===== src/design/swmf_pkg.sv =====
// ----------------------------------------------------------------------------
// swmf_pkg
// Widths, limits and the cell record shared by the running median filter.
// ----------------------------------------------------------------------------
package swmf_pkg;

  localparam int unsigned SampleW    = 16;
  localparam int unsigned MedianW    = 17;
  localparam int unsigned HeldW      = 3;
  localparam int unsigned MaxWindow  = 64;
  localparam int unsigned DefWindow  = 5;
  localparam int unsigned AgeW       = $clog2(MaxWindow);
  localparam int unsigned InTdataW   = 16;
  localparam int unsigned OutTdataW  = 24;

  // One slot of the sorted chain: the sample and how many requests ago it came.
  typedef struct packed {
    logic               valid;
    logic [AgeW-1:0]    age;
    logic [SampleW-1:0] value;
  } cell_t;

endpackage


===== src/design/swmf_cell.sv =====
// ----------------------------------------------------------------------------
// swmf_cell
// One slot of the sorted chain. On each request it drops the oldest sample
// once the window is full, closes the gap and opens a slot for the new
// sample, looking only at its two neighbours.
// ----------------------------------------------------------------------------
module swmf_cell import swmf_pkg::*; #(
  parameter int unsigned Window = DefWindow
) (
  input  logic               clk_i,
  input  logic               rst_ni,
  input  logic               shift_en_i,
  input  logic [SampleW-1:0] sample_i,
  input  logic               evict_i,
  input  logic [SampleW-1:0] oldest_i,
  input  cell_t              left_i,
  input  logic               left_lt_i,
  input  cell_t              right_i,
  output cell_t              cell_o,
  output cell_t              comp_o,
  output logic               comp_lt_o
);

  cell_t              cell_q, cell_d;
  logic               valid_q;
  logic [AgeW-1:0]    age_q;
  logic [SampleW-1:0] value_q;
  logic               evict_here;
  logic               above_evict;

  // Stored slot, assembled from its occupancy and payload registers.
  assign cell_q = {valid_q, age_q, value_q};

  // View of this slot once the oldest sample has been removed. Ties sort
  // younger first, so every slot above the evicted one holds a larger value.
  always_comb begin
    evict_here  = evict_i && cell_q.valid && (cell_q.age == AgeW'(Window - 1));
    above_evict = evict_i && cell_q.valid &&
                  ($signed(cell_q.value) > $signed(oldest_i));
    comp_o      = (evict_here || above_evict) ? right_i : cell_q;
    comp_lt_o   = comp_o.valid && ($signed(comp_o.value) < $signed(sample_i));
  end

  // Insert: keep smaller values, put the new sample at the boundary and move
  // everything else up by one slot. Every held sample grows one request older.
  always_comb begin
    cell_d = left_i;
    if (comp_lt_o) begin
      cell_d     = comp_o;
      cell_d.age = comp_o.age + 1'b1;
    end else if (left_lt_i) begin
      cell_d.valid = 1'b1;
      cell_d.age   = '0;
      cell_d.value = sample_i;
    end else begin
      cell_d.age = left_i.age + 1'b1;
    end
  end

  // Occupancy is control state and is cleared by reset.
  always_ff @(posedge clk_i or negedge rst_ni) begin
    if (!rst_ni) begin
      valid_q <= 1'b0;
    end else if (shift_en_i) begin
      valid_q <= cell_d.valid;
    end
  end

  // Sample and age are payload only.
  always_ff @(posedge clk_i) begin
    if (shift_en_i) begin
      age_q   <= cell_d.age;
      value_q <= cell_d.value;
    end
  end

  assign cell_o = cell_q;

endmodule


===== src/design/sliding_window_median_filter.sv =====
// ----------------------------------------------------------------------------
// sliding_window_median_filter
// Running median over the last Window signed 16-bit samples, kept in a
// sorted chain of cells; the result is twice the median, exact for even
// counts.
//
//   Channel  Dir  Handshake                   Contents
//   s_axis   in   s_axis_tvalid/s_axis_tready sample
//   m_axis   out  m_axis_tvalid/m_axis_tready median_doubled, samples_held
//
// One sample is taken per cycle while the output side keeps up; each request
// first updates the chain, then the median pick and add fill the output register.
// The chain inserts and evicts in the same cycle, so back-to-back requests run
// at one per cycle while the output side keeps up. A stalled output holds one
// result and one more in the pick stage, after which s_axis_tready falls.
// Reset empties the window at once; there is no clearing pass.
// ----------------------------------------------------------------------------
module sliding_window_median_filter import swmf_pkg::*; #(
  parameter int unsigned Window = DefWindow
) (
  input  logic                 clk_i,
  input  logic                 rst_ni,
  input  logic                 s_axis_tvalid,
  output logic                 s_axis_tready,
  input  logic [InTdataW-1:0]  s_axis_tdata,   // [15:0] sample
  output logic                 m_axis_tvalid,
  input  logic                 m_axis_tready,
  output logic [OutTdataW-1:0] m_axis_tdata    // [16:0] median_doubled,
                                               // [19:17] samples_held, rest 0
);

  localparam int unsigned CntW = $clog2(Window + 1);

  logic               accept;
  logic               full;
  logic [CntW-1:0]    count_q, count_d;
  logic [SampleW-1:0] hist_q [Window];
  cell_t              cells      [Window];
  cell_t              comps      [Window];
  logic               comps_lt   [Window];
  cell_t              left_in    [Window];
  logic               left_lt_in [Window];
  cell_t              right_in   [Window];

  logic               pend_q, pend_d;
  logic               load_out;
  logic [CntW-1:0]    lo_idx, hi_idx;
  logic [SampleW-1:0] lo_part [Window];
  logic [SampleW-1:0] hi_part [Window];
  logic [SampleW-1:0] lo_val, hi_val;
  logic [MedianW-1:0] med_sum;

  logic               out_valid_q, out_valid_d;
  logic [MedianW-1:0] out_med_q;
  logic [HeldW-1:0]   out_held_q;

  // Request handshake: the pick stage must be free or able to move on.
  assign load_out      = pend_q && (!out_valid_q || m_axis_tready);
  assign s_axis_tready = !pend_q || load_out;
  assign accept        = s_axis_tvalid && s_axis_tready;
  assign full          = (count_q == CntW'(Window));

  // Fill count grows during warm-up and then stays at the window size.
  always_comb begin
    count_d = count_q;
    if (accept && !full) begin
      count_d = count_q + 1'b1;
    end
  end

  always_ff @(posedge clk_i or negedge rst_ni) begin
    if (!rst_ni) begin
      count_q <= '0;
    end else begin
      count_q <= count_d;
    end
  end

  // Arrival-order shift line; its last tap is the sample to evict once full.
  always_ff @(posedge clk_i) begin
    if (accept) begin
      hist_q[0] <= s_axis_tdata[SampleW-1:0];
      for (int k = 1; k < Window; k++) begin
        hist_q[k] <= hist_q[k-1];
      end
    end
  end

  // Sorted chain of cells, smallest value in cell 0.
  for (genvar g = 0; g < Window; g++) begin : g_chain
    if (g == 0) begin : g_first
      assign left_in[g]    = '0;
      assign left_lt_in[g] = 1'b1;
    end else begin : g_inner
      assign left_in[g]    = comps[g-1];
      assign left_lt_in[g] = comps_lt[g-1];
    end
    if (g == Window - 1) begin : g_last
      assign right_in[g] = '0;
    end else begin : g_below
      assign right_in[g] = cells[g+1];
    end

    swmf_cell #(
      .Window (Window)
    ) u_cell (
      .clk_i      (clk_i),
      .rst_ni     (rst_ni),
      .shift_en_i (accept),
      .sample_i   (s_axis_tdata[SampleW-1:0]),
      .evict_i    (full),
      .oldest_i   (hist_q[Window-1]),
      .left_i     (left_in[g]),
      .left_lt_i  (left_lt_in[g]),
      .right_i    (right_in[g]),
      .cell_o     (cells[g]),
      .comp_o     (comps[g]),
      .comp_lt_o  (comps_lt[g])
    );

    // Each cell offers its value when it sits at one of the middle places.
    assign lo_part[g] = (CntW'(g) == lo_idx) ? cells[g].value : '0;
    assign hi_part[g] = (CntW'(g) == hi_idx) ? cells[g].value : '0;
  end

  // Pick stage: the two middle places of the held count; for an odd count
  // they coincide, so the sum is always twice the median.
  assign lo_idx = (count_q - 1'b1) >> 1;
  assign hi_idx = count_q >> 1;

  always_comb begin
    lo_val = '0;
    hi_val = '0;
    for (int k = 0; k < Window; k++) begin
      lo_val = lo_val | lo_part[k];
      hi_val = hi_val | hi_part[k];
    end
    med_sum = {lo_val[SampleW-1], lo_val} + {hi_val[SampleW-1], hi_val};
  end

  always_comb begin
    pend_d = pend_q;
    if (accept) begin
      pend_d = 1'b1;
    end else if (load_out) begin
      pend_d = 1'b0;
    end
  end

  always_comb begin
    out_valid_d = out_valid_q;
    if (load_out) begin
      out_valid_d = 1'b1;
    end else if (m_axis_tready) begin
      out_valid_d = 1'b0;
    end
  end

  always_ff @(posedge clk_i or negedge rst_ni) begin
    if (!rst_ni) begin
      pend_q      <= 1'b0;
      out_valid_q <= 1'b0;
    end else begin
      pend_q      <= pend_d;
      out_valid_q <= out_valid_d;
    end
  end

  // Output register.
  always_ff @(posedge clk_i) begin
    if (load_out) begin
      out_med_q  <= med_sum;
      out_held_q <= HeldW'(count_q);
    end
  end

  assign m_axis_tvalid = out_valid_q;
  assign m_axis_tdata  = {{(OutTdataW - MedianW - HeldW){1'b0}}, out_held_q, out_med_q};

endmodule


===== config.mk =====
export PLATFORM = sky130hd
export DESIGN_NAME = sliding_window_median_filter
export DESIGN_NICKNAME = d
export VERILOG_FILES = /design/src/design/swmf_pkg.sv /design/src/design/swmf_cell.sv /design/src/design/sliding_window_median_filter.sv
export SDC_FILE = /design/constraint.sdc
export NUM_CORES = 1
export LEC_CHECK = 0
export ABC_AREA = 1
export BUFFER_PORTS_ARGS = -buffer_cell sky130_fd_sc_hd__buf_2
export CAP_MARGIN = 20
export CORE_MARGIN = 4
export CORE_UTILIZATION = 53
export DETAILED_ROUTE_END_ITERATION = 7
export PLACE_DENSITY = 0.69
export SLEW_MARGIN = 20
export SYNTH_ARGS = -nofsm -noshare
export SYNTH_HDL_FRONTEND = slang
export SYNTH_SLANG_ARGS = --single-unit

===== constraint.sdc =====
create_clock -name clk_i -period 5.6 [get_ports clk_i]
set_input_delay 1.12 -clock clk_i [delete_from_list [all_inputs] [get_ports clk_i]]
set_output_delay 1.12 -clock clk_i [all_outputs]
set_load 0.01 [all_outputs]

# ---- After elaboration in Yosys (flattened, before gate mapping)
# Memories as Yosys holds them, arrays and structs flattened.
# Cells that the tools add are included.
# W data, S select, Z words.
dict set report word_totals {
  ff_bits 140
  ramBits 80
  input_bits 20
  word_cells 130
  n_memories 1
}
# name depth width read_ports rd_ports_with_merged_regs wr line_no
set memory_table {}
lappend memory_table {hist_q 5 16 5 0 5 sliding_window_median_filter.sv:37} ;# logic [SampleW-1:0] hist_q [Window];
dict set report classes {
  n_addsub 8
  n_lt_le_gt_ge 10
  eq_ne 12
  n_mux 36
  n_bitwise 6
  n_reduce_logical 37
}
# operator count
set ops {}
lappend ops {{$mux W23} 10}
lappend ops {{$mux W16} 12}
lappend ops {{$or A16 B16 Y16} 6}
lappend ops {{$gt A16 B16 Y1} 5}
lappend ops {{$lt A16 B16 Y1} 5}
lappend ops {{$add A6 B1 Y6 const B} 5}
lappend ops {{$eq A6 B3 Y1 const B} 5}
lappend ops {{$mux W6} 4}
lappend ops {{$logic_and A1 B1 Y1} 23}
lappend ops {{$add A16 B16 Y17} 1}
lappend ops {{$mux W1} 10}
lappend ops {{$eq A2 B2 Y1 const A} 4}
lappend ops {{$logic_or A1 B1 Y1} 7}
lappend ops {{$logic_not A3 Y1} 2}
lappend ops {{$eq A1 B2 Y1 const A} 2}
lappend ops {{$reduce_bool A2 Y1} 2}
lappend ops {{$add A3 B1 Y3 const B} 1}
lappend ops {{$eq A3 B3 Y1 const B} 1}
lappend ops {{$logic_not A1 Y1} 3}
lappend ops {{$sub A3 B1 Y3 const B} 1}

# ---- Depth between registers and ports, before layout
# Gate-level depths: netlist of the first run.
dict set report logic_depth {
  depth_word 9
  depth_mapped 34
}

# ---- Hierarchy
# A second synthesis of the first run with hierarchy kept.
dict set report unflattened {
  hier_cells 2319
  hier_area_um2 18373.9
}
# module n_inst cells_per_inst area_each_um2 seq_area_each_um2
set by_module_without_submodules {}
lappend by_module_without_submodules {{swmf_cell at g_chain[0].u_cell ...} 4 363 2651.3 685.7}
lappend by_module_without_submodules {sliding_window_median_filter 1 502 5103.6 3128.0}
lappend by_module_without_submodules {{swmf_cell at g_chain[4].u_cell} 1 365 2665.1 685.7}

# ---- Least setup slack after synthesis of the first run
# No wires, ideal clock.
dict set report synth_path {
  path_type {in2reg}
  from {in m_axis_tready}
  to {reg count_q[0]}
  arrival_ns 5.853
  t_required_ns 5.449
  slack_ns -0.404
  stages 6
  path_cell_list {inv_1 > nand3_1 > nand2_1 > inv_1 > nand2_1 > xor2_1}
}
dict set report synth_via {
  elab_chain_cells 5
}
# item line_no
set synth_rtl {}
lappend synth_rtl {{from (decl)} sliding_window_median_filter.sv:27} ;# input logic m_axis_tready,
lappend synth_rtl {{$logic_or A1 B1 Y1} sliding_window_median_filter.sv:58} ;# assign load_out = pend_q && (!out_valid_q || m_axis_tready);
lappend synth_rtl {{$logic_and A1 B1 Y1} sliding_window_median_filter.sv:58}
lappend synth_rtl {{$logic_or A1 B1 Y1} sliding_window_median_filter.sv:59} ;# assign s_axis_tready = !pend_q || load_out;
lappend synth_rtl {{via s_axis_tready} sliding_window_median_filter.sv:24} ;# output logic s_axis_tready,
lappend synth_rtl {{$logic_and A1 B1 Y1} sliding_window_median_filter.sv:60} ;# assign accept = s_axis_tvalid && s_axis_tready;
lappend synth_rtl {{via accept} sliding_window_median_filter.sv:34} ;# logic accept;
lappend synth_rtl {{$logic_and A1 B1 Y1} sliding_window_median_filter.sv:66} ;# if (accept && !full) begin
lappend synth_rtl {{to (signal assigned)} sliding_window_median_filter.sv:75} ;# count_q <= count_d;
lappend synth_rtl {{to (decl)} sliding_window_median_filter.sv:36} ;# logic [CntW-1:0] count_q, count_d;
# The timed path passes the listed nets, and every way through them passes these cells.
# A chain may end at the register's enable or synchronous reset.

==> results.yml, run 1 <==
global_route:
  grt_max_degree: 124
  gr-total-overflow: 0
  antenna_found_initial: 0
  grt_pass1_vias: 13148
  grt_pass1_wl_um: 72000
  gr-usage-all-layers_pct: 26.7
yosys:
  yosysSeqAreaShare_pct: 40.1
  synth_edf_count: 210
  netlist_area_um2: 16300
  ys_seq_elements: 220
  synth_area_leaders: "edfxtp_1 (39%), ha_1 (14%), nand2_1 (12%), inv_1 (6.7%), o21ai_0 (4.0%)"
  synth_top_area_cell: "edfxtp_1"
  synth_top_cell_area_share_pct: 38.6
  synth-main-ff-cell: "edfxtp_1"
  synth_most_common_cell: "nand2_1"
  async_flop_share_pct: 4.55
  synth_common_cells: "nand2_1 (521), inv_1 (292), edfxtp_1 (210)"
  ys_warn_count: 0
  syn_inst: 1981
  synth_cell_types: 47
  syn_avg_cell_area_um2: 8.25
timing:
  period_minus_slack_ps: 5280
  final_max_slew_viol_count: 0
  hold_viol: 0
  maxSlewHeadroom_pct: 50.6
  tns_ps: 0
  worstMarginPinSlew_ps: 740
  setup_viol: 0
  max_freq_ghz: 0.189
  skew_ps: 12.9
  period_share_pct: 94.4
  rsz0062_at_grt: "no"
drt:
  drc_errors: 1
  detail_route.wirelength_um: 45800
  vias_per_cell: 5.79
  dr.pass1.iters: 8
  wl_per_cell_um: 18.8
  drt_iter0_markers: 1363
  postRouteAntennaNets: 0
  vias: 14134
die:
  die_y_um: 184
  ioPinCount: 46
  rows: 64
  die_w_um: 184
  design.core.area_um2: 30500
  dieArea_um2: 33700
  initial_core_util_pct: 53.6
placement:
  place.gp.congestion: 0.950
  port-buffer-count: 41
  hpwl_um: 34500
cts:
  clock_path_buffers: 3
  clock-sinks: 220
  root_buffer: "clkbuf_16"
  cts_tree: "done"
  cts_buffers: 26
  clk_pin_slew_ps: 70
  htreeDepth: 1
  clkLatencyLatePin_ps: 540
layout:
  seqCellArea_um2: 6560
  layout-drive-gt1-share_pct: 8.86
  area_growth_pct: 10.1
  multiInputGateArea_um2: 8340
  fill_cells: 2679
  n_antenna_cell: 0
  final_nets: 2223
setup_path:
  worst-endpoint-required_ps: 5900
  crit_path_start_kind: "flip-flop"
  critPathArrivalTime_ps: 5580
  critPathMaxFanout: 60
  end_kind: "flip-flop"
  crit_type: "flip-flop to flip-flop"
status:
  violations: "design-rule violations"
  outcome: "finished, violations left"
run:
  drv_cap: 0
worst_hold_path:
  min_path_type: "flip-flop to flip-flop"
layout make-up:
type / instances / area share [%]
repair buffers: 80 / 2.98
flip-flops and latches: 220 / 36.4
inverters: 296 / 6.21
well taps: 396 / 2.75
clock buffers: 32 / 3.92
clock inverters: 16 / 1.32
multi-input cells: 1399 / 46.4
cells in the final DEF, fill, tap and decap left out, types with 3 or more instances in the layout:
master	n
xnor2_1	10
o21ai_0	128
conb_1	4
nand3_1	112
clkinv_1	3
dfrtp_1	10
nand2_2	9
nor4_1	6
a211oi_1	8
edfxtp_1	210
buf_4	36
nand2_1	519
o21bai_1	8
nor3_1	9
a21oi_1	86
a31oi_1	4
nand3b_1	8
nand3_2	30
inv_2	3
nand4_1	89
bufinv_16	6
clkbuf_1	4
o22ai_1	26
mux2i_1	4
clkbuf_16	27
ha_1	179
clkinv_2	4
inv_1	291
nor2_2	4
buf_12	3
buf_2	41
xor2_1	27
clkinvlp_4	3
nor2_1	86
o2111ai_1	6
a221o_1	12
sequential cells by signal, summed over array words and instances, names as in the netlist:
name,cells
g_chain.u_cell.value_q,80
hist_q,80
g_chain.u_cell.age_q,30
out_med_q,17
g_chain.u_cell.valid_q,5
count_q,3
out_held_q,3
m_axis_tvalid,1
pend_q,1
logic make-up after synthesis:
| group | after synthesis | share of synthesized area [%] |
|---|---|---|
| AOI/OAI and AO/OA | 295 | 10.4 |
| xor gates and xnor gates | 37 | 1.98 |
| adders and majority gates | 180 | 13.8 |
| buffers and inverters | 366 | 9.10 |
| DFF | 220 | 40.1 |
| muxes | 4 | 0.245 |
| other | 1 | 0.0229 |
| and+or+nand+nor | 878 | 24.3 |
path summary, 6_finish.rpt:
kind                            slack (ps)  cells after the start     startpoint                       endpoint
worst max-delay path                   320                     22  hist_q[0][79]  g_chain[1].u_cell.value_q[13]
worst min-delay path                   410                      0  hist_q[0][28]                  hist_q[0][44]
worst max register to register         320                     22  hist_q[0][79]  g_chain[1].u_cell.value_q[13]
worst min register to register         410                      0  hist_q[0][28]                  hist_q[0][44]
max in group asynchronous             4900                      1         rst_ni      g_chain[4].u_cell.valid_q
min in group asynchronous              470                      1         rst_ni                     count_q[0]
worst max-delay path: stages (launching register included):
cell,delay (ps)
edfxtp_1,330
inv_1,130
ha_1,450
nand2_1,130
nor3_1,550
nand2_1,150
nand3_1,120
nand3_1,80
nand2_1,130
nand2_1,370
o21ai_0,470
ha_1,310
nand2_1,90
o21ai_0,140
nand3_1,110
a21oi_1,80
a211oi_1,350
nand3_2,140
nand3_2,90
buf_4,490
nand2_1,160
nand3_1,120
nand2_1,50
what timing repair did:
| action | 4_1_cts | 5_1_grt |
|---|---|---|
| setup buffers | 0 | 0 |
| setup endpoints to repair | 0 | 63 |
| resized for setup | 0 | 5 |
| hold buffers | 0 | 0 |
metrics by stage:
| step | worst slack [ps] | hold WS, ps | std cells | area, um2 | util, % |
|---|---|---|---|---|---|
| floorplan | 869 | 400 | 1984 | 16400 | - |
| global placement | 305 | 400 | 2390 | 17000 | 55.8 |
| detailed placement | 222 | 405 | 2390 | 17000 | 55.8 |
| CTS | 181 | 413 | 2438 | 18000 | 58.9 |
| global route | 14.3 | 419 | 2439 | 18000 | 59.0 |
| finish | 316 | 410 | 2439 | 18000 | 59.0 |
metal layers:
metal	global-route usage (%)	part of all wire (%)	vias up	wire length, um
li1	-	-	6867	-
met1	38.8	44	6547	20300
met2	42.3	44	644	20400
met3	3.82	8.9	76	4100
met4	6.73	2.4	0	1100
met5	0	0	-	0
Power of run 1 is left out: the tool's default activity adds up to more than one toggle a clock period on the data nets, which glitch-free logic cannot reach.
==> inputs of run 2 (changes only) <==
Settings changed: ABC_AREA 1 to unset, PLACE_DENSITY 0.69 to 0.7.
==> run 2 against run 1 <==
Hold slack improved by 5.8 ps. Synthesized area fell by 4.7%. Maximum frequency fell by 2.8%. First-iteration DRC count fell by 26%. Critical path type unchanged. Flip-flop and latch count did not move. The run now ends clean. Via count fell by 16%. Critical path depth fell by 3. Synthesized cell count fell by 30%.
==> results.yml, run 2 <==
die:
  rows: 62
  design.core.area_um2: 28900
  die_y_um: 179
  ioPinCount: 46
  die_w_um: 179
  dieArea_um2: 32200
  initial_core_util_pct: 54.0
timing:
  worstMarginPinSlew_ps: 972
  max_freq_ghz: 0.184
  period_minus_slack_ps: 5440
  final_max_slew_viol_count: 0
  skew_ps: 16.0
  hold_viol: 0
  period_share_pct: 97.1
  hold_slack_ps: 416
  maxSlewHeadroom_pct: 35.2
  setup_slack_ps: 162
  setup_viol: 0
yosys:
  synth_area_leaders: "edfxtp_1 (40%), ha_1 (14%), mux2_2 (5.3%), mux2i_1 (4.9%), mux4_2 (4.6%)"
  synth_top_cell_area_share_pct: 40.5
  synth_cell_types: 70
  yosysSeqAreaShare_pct: 42.1
  synth_edf_count: 210
  syn_avg_cell_area_um2: 11.2
  ys_warn_count: 0
  synth_common_cells: "edfxtp_1 (210), ha_1 (179), a21oi_1 (106)"
  async_flop_share_pct: 4.55
  netlist_area_um2: 15600
  synth_top_area_cell: "edfxtp_1"
  ys_seq_elements: 220
  synth_most_common_cell: "edfxtp_1"
  syn_inst: 1390
  synth-main-ff-cell: "edfxtp_1"
cts:
  clkLatencyLatePin_ps: 540
  clk_pin_slew_ps: 60
  cts_hold_buffers: 0
  clock_path_buffers: 3
  cts_tree: "done"
  root_buffer: "clkbuf_16"
  clock-sinks: 220
  htreeDepth: 1
  cts_buffers: 27
setup_path:
  crit_type: "flip-flop to flip-flop"
  end_kind: "flip-flop"
  critPathArrivalTime_ps: 5720
  r2r-start: "g_chain[1].u_cell.value_q[1]"
  worst-endpoint-required_ps: 5880
  worstRegToRegCells: 19
  critPathMaxFanout: 7
  r2r_end: "g_chain[1].u_cell.age_q[5]"
  reg2reg_slack_ps: 160
  crit_path_start_kind: "flip-flop"
drt:
  vias_per_cell: 6.25
  postRouteAntennaNets: 0
  dr.pass1.iters: 6
  drc_errors: 0
  drt_iter0_markers: 1013
  vias: 11852
  wl_per_cell_um: 22.2
  detail_route.wirelength_um: 42000
worst_hold_path:
  hold_end: "hist_q[0][63]"
  min_path_type: "flip-flop to flip-flop"
  min_path_cells: 0
  hp-start: "hist_q[0][47]"
layout:
  layout-drive-gt1-share_pct: 19.6
  area_growth_pct: 14.1
  final_cell_mix: "edfxtp_1 (210), ha_1 (177), a21oi_1 (105)"
  reg_top3: "g_chain.u_cell.value_q: 80 flops, hist_q: 80 flops, g_chain.u_cell.age_q: 30 flops"
  final_common_cell: "edfxtp_1"
  final_nets: 1690
  utilization_pct: 61.6
global_route:
  antenna_found_initial: 1
  grt_pass1_wl_um: 64800
  gr-usage-all-layers_pct: 24.9
  grt_pass1_vias: 11794
  grt_max_degree: 99
  gr-total-overflow: 0
status:
  outcome: "completed"
placement:
  place.gp.congestion: 0.926
  hpwl_um: 31300
  port-buffer-count: 41
  preCtsSetupSlack_ps: -237
run:
  drv_cap: 0
==> run 2: cell count changes in the layout (fill, tap and decap cells not counted), moves of 65 or more <==
cell,delta
mux2i_1,+72
o21ai_0,-65
inv_1,-234
nand3_1,-65
mux2_2,+73
nand2_1,-440
==> run 2: area by class of cell <==
| cell class | instances | area [um2] |
|---|---|---|
| Antenna cell | 1 | 2.50 |
| Clock buffer | 36 | 729 |
| Clock inverter | 13 | 121 |
| Fill cell | 2347 | 11100 |
| Inverter | 61 | 229 |
| Multi-Input combinational cell | 1057 | 8630 |
| Sequential cell | 220 | 6560 |
| Tap cell | 384 | 480 |
| Timing Repair Buffer | 123 | 1020 |
==> run 2: how the worst max path moves through the flow <==
stage / startpoint / end / cells past startpoint
floorplan: count_q[1] / g_chain[1].u_cell.age_q[5] / 21
global placement: hist_q[0][77] / g_chain[2].u_cell.value_q[14] / 21
detailed placement: hist_q[0][77] / g_chain[2].u_cell.value_q[15] / 21
CTS: hist_q[0][77] / g_chain[2].u_cell.value_q[15] / 21
global route: hist_q[0][65] / g_chain[2].u_cell.value_q[5] / 22
finish: g_chain[1].u_cell.value_q[1] / g_chain[1].u_cell.age_q[5] / 19
==> run 2: metal layers <==
metal  vias to the layer above  global-route usage (%)  wire [um]
met5                         -                       0          0
met4                         0                    8.93       1710
met3                       106                    4.69       3330
met2                       476                    40.7      19200
met1                      5755                    33.4      17800
li1                       5515                       -          -
==> run 2: logic make-up (layout without fill, tap and decap cells) <==
kind of cell	count (synthesis)	in the layout	share of synthesized area, %
AO/OA/AOI/OAI	291	291	11.6
XOR/XNOR	42	42	2.36
adder cells (fa/ha/maj)	180	180	14.5
buffers and inverters	116	233	3.21
flip-flops	220	220	42.1
multiplexers	182	182	14.9
other	1	5	0.0241
AND/OR/NAND/NOR	358	358	11.4
==> run 2: worst max-delay path, stage by stage (launching register included) <==
cell,delay (ps)
edfxtp_1,500
ha_1,350
nor2b_1,130
o211ai_1,240
a2111o_1,180
nand3_1,110
o211ai_1,240
buf_4,230
mux2_2,380
ha_1,300
a21o_1,160
a21o_1,200
a221o_1,380
a2111oi_2,330
o2111a_1,240
a311o_1,160
mux2i_2,350
nand2_4,210
clkbuf_16,250
mux2_2,260
==> run 2: per-stage QoR <==
| step | cell area [um2] | setup TNS [ps] | cells |
|---|---|---|---|
| 6_report | 17800 | 0 | 1895 |
| 5_1_grt | 17800 | -155 | 1894 |
| 4_1_cts | 17500 | 0 | 1879 |
| 3_5_place_dp | 16600 | -6440 | 1830 |
| 3_3_place_gp | 16600 | -7400 | 1830 |
| 2_1_floorplan | 15600 | 0 | 1393 |
==> run 2: what timing repair did <==
action	CTS	global route
gates resized for setup	5	23
setup buffers	0	11
setup endpoints to repair	44	68
pin swaps	0	9
gates cloned	0	4
Power of run 2 is left out for the same reason.
==> inputs of run 3 (changes only) <==
Settings changed: CORE_UTILIZATION 53 to 50, CTS_CLUSTER_SIZE set to 20, PLACE_DENSITY 0.7 to 0.66, SKIP_LAST_GASP set to 1.
==> run 3 against run 2 <==
Non-clock buffer count increased by 3. Maximum frequency up 0.40%. Register-to-register slack improved by 20 ps. Clock-buffer cell count down 5. Worst setup slack gained 22 ps. First-iteration DRC count rose by 5.0%.
==> results.yml, run 3 (synthesis gave the netlist of run 2 again) <==
die:
  design.core.area_um2: 30700
  initial_core_util_pct: 50.8
  die_w_um: 185
  die_y_um: 185
  ioPinCount: 46
  rows: 64
  dieArea_um2: 34000
timing:
  setup_viol: 0
  skew_ps: 25.2
  hold_viol: 0
  period_minus_slack_ps: 5420
  final_max_slew_viol_count: 0
  worstMarginPinSlew_ps: 982
  period_share_pct: 96.7
  max_freq_ghz: 0.185
  maxSlewHeadroom_pct: 34.5
layout:
  area_growth_pct: 14.4
  seqCellArea_um2: 6560
  final_cell_mix: "edfxtp_1 (210), ha_1 (178), a21oi_1 (103)"
  layout-drive-gt1-share_pct: 20.2
  n_antenna_cell: 0
  fill_cells: 2602
  multiInputGateArea_um2: 8640
  final_common_cell: "edfxtp_1"
  final_nets: 1693
  reg_top3: "g_chain.u_cell.value_q: 80 flops, hist_q: 80 flops, g_chain.u_cell.age_q: 30 flops"
  finish.instance_area_um2: 17800
cts:
  cts_buffers: 27
  root_buffer: "clkbuf_16"
  clkLatencyLatePin_ps: 560
  clock_path_buffers: 3
  clock-sinks: 220
  cts_hold_buffers: 0
  htreeDepth: 1
  clk_pin_slew_ps: 60
  cts_tree: "done"
setup_path:
  max_stage_delay_ps: 390
  worstRegToRegCells: 21
  critPathArrivalTime_ps: 5700
  crit_path_frequent_cell: "a21o_1"
  critPathMaxFanout: 36
  r2r-start: "hist_q[0][79]"
  crit_chain: "inv_1 > buf_4 > ha_1 > and4_1 > nand4_1 > o2111ai_1 > a31o_2 > and3_2 > mux2_2 > ha_1 > a21o_1 > a21o_1 > a21o_1 > a21o_1 > a21oi_1 > o211ai_1 > a21o_1 > a311o_2 > buf_12 > mux2i_1 > a21oi_1"
  reg2reg_slack_ps: 180
  end_kind: "flip-flop"
  worst-endpoint-required_ps: 5880
  crit_type: "flip-flop to flip-flop"
  crit_path_start_kind: "flip-flop"
  r2r_end: "g_chain[3].u_cell.value_q[6]"
  crit_path_top_delay_cell: "ha_1"
drt:
  vias: 11759
  drc_errors: 0
  postRouteAntennaNets: 0
  detail_route.wirelength_um: 42700
  dr.pass1.iters: 5
  vias_per_cell: 6.16
  wl_per_cell_um: 22.4
  drt_iter0_markers: 1064
global_route:
  grt_pass1_vias: 11444
  top_usage_layer: "met2"
  gr-total-overflow: 0
  antenna_found_initial: 0
  met3_usage_pct: 2.80
  gr-usage-all-layers_pct: 24.2
  grt_max_degree: 110
  grt_use_met2_pct: 39.5
  grt_pass1_wl_um: 64700
  grt_use_met1_pct: 34.5
status:
  outcome: "completed"
placement:
  port-buffer-count: 41
  place.gp.congestion: 0.927
  placed_area_um2: 16800
  hpwl_um: 31700
run:
  drv_cap: 0
worst_hold_path:
  hold_end: "hist_q[0][26]"
  hp-start: "hist_q[0][10]"
  min_path_type: "flip-flop to flip-flop"
  min_path_cells: 0
run 3: worst max path at each step:
| stage | slack, ps | cells after the start | from | to |
|---|---|---|---|---|
| 2_1_floorplan | 100 | 21 | count_q[1] | g_chain[1].u_cell.age_q[5] |
| 3_3_place_gp | 120 | 20 | hist_q[0][73] | g_chain[1].u_cell.age_q[4] |
| 3_5_place_dp | 50 | 21 | hist_q[0][77] | g_chain[1].u_cell.age_q[4] |
| 4_1_cts | 40 | 21 | hist_q[0][77] | g_chain[1].u_cell.age_q[4] |
| 5_1_grt | -10 | 21 | hist_q[0][79] | g_chain[3].u_cell.value_q[6] |
| 6_report | 180 | 21 | hist_q[0][79] | g_chain[3].u_cell.value_q[6] |
run 3: layout make-up:
cell class	instances	share of cell area, %
Clock buffer	31	3.88
Clock inverter	18	0.885
Inverter	61	1.28
Multi-Input combinational cell	1057	48.5
Sequential cell	220	36.8
Tap cell	396	2.78
Timing Repair Buffer	126	5.89
run 3: layer usage:
layer | up-vias | part of all wire (%)
met5 | - | 0
met4 | 0 | 2.8
met3 | 77 | 6.4
met2 | 407 | 47
met1 | 5752 | 44
li1 | 5523 | -
run 3: through the flow:
step / TNS (ps) / util [%] / hold WS [ps] / worst slack [ps] / cells
finish: 0 / 58.1 / 411 / 184 / 1909
global route: -10.4 / 58.1 / 421 / -10.4 / 1909
CTS: 0 / 57.5 / 414 / 36.6 / 1903
detailed placement: 0 / 54.7 / 405 / 47.1 / 1854
global placement: 0 / 54.7 / 400 / 122 / 1854
floorplan: 0 / - / 400 / 96.7 / 1393
run 3: worst max-delay path, delay by kind of cell, from the launching register on:
kind / cells / cell delay, ps
adder cells (fa/ha/maj): 2 / 700
AND/OR/NAND/NOR: 3 / 850
AO/OA/AOI/OAI: 11 / 2160
buffers and inverters: 3 / 480
multiplexers: 2 / 620
flip-flops: 1 / 320
run 3: repair_timing:
item / 4_1_cts / 5_1_grt
resized for setup: 0 / 27
setup endpoints to repair: 0 / 95
setup buffers: 0 / 2
Power of run 3 is left out for the same reason.
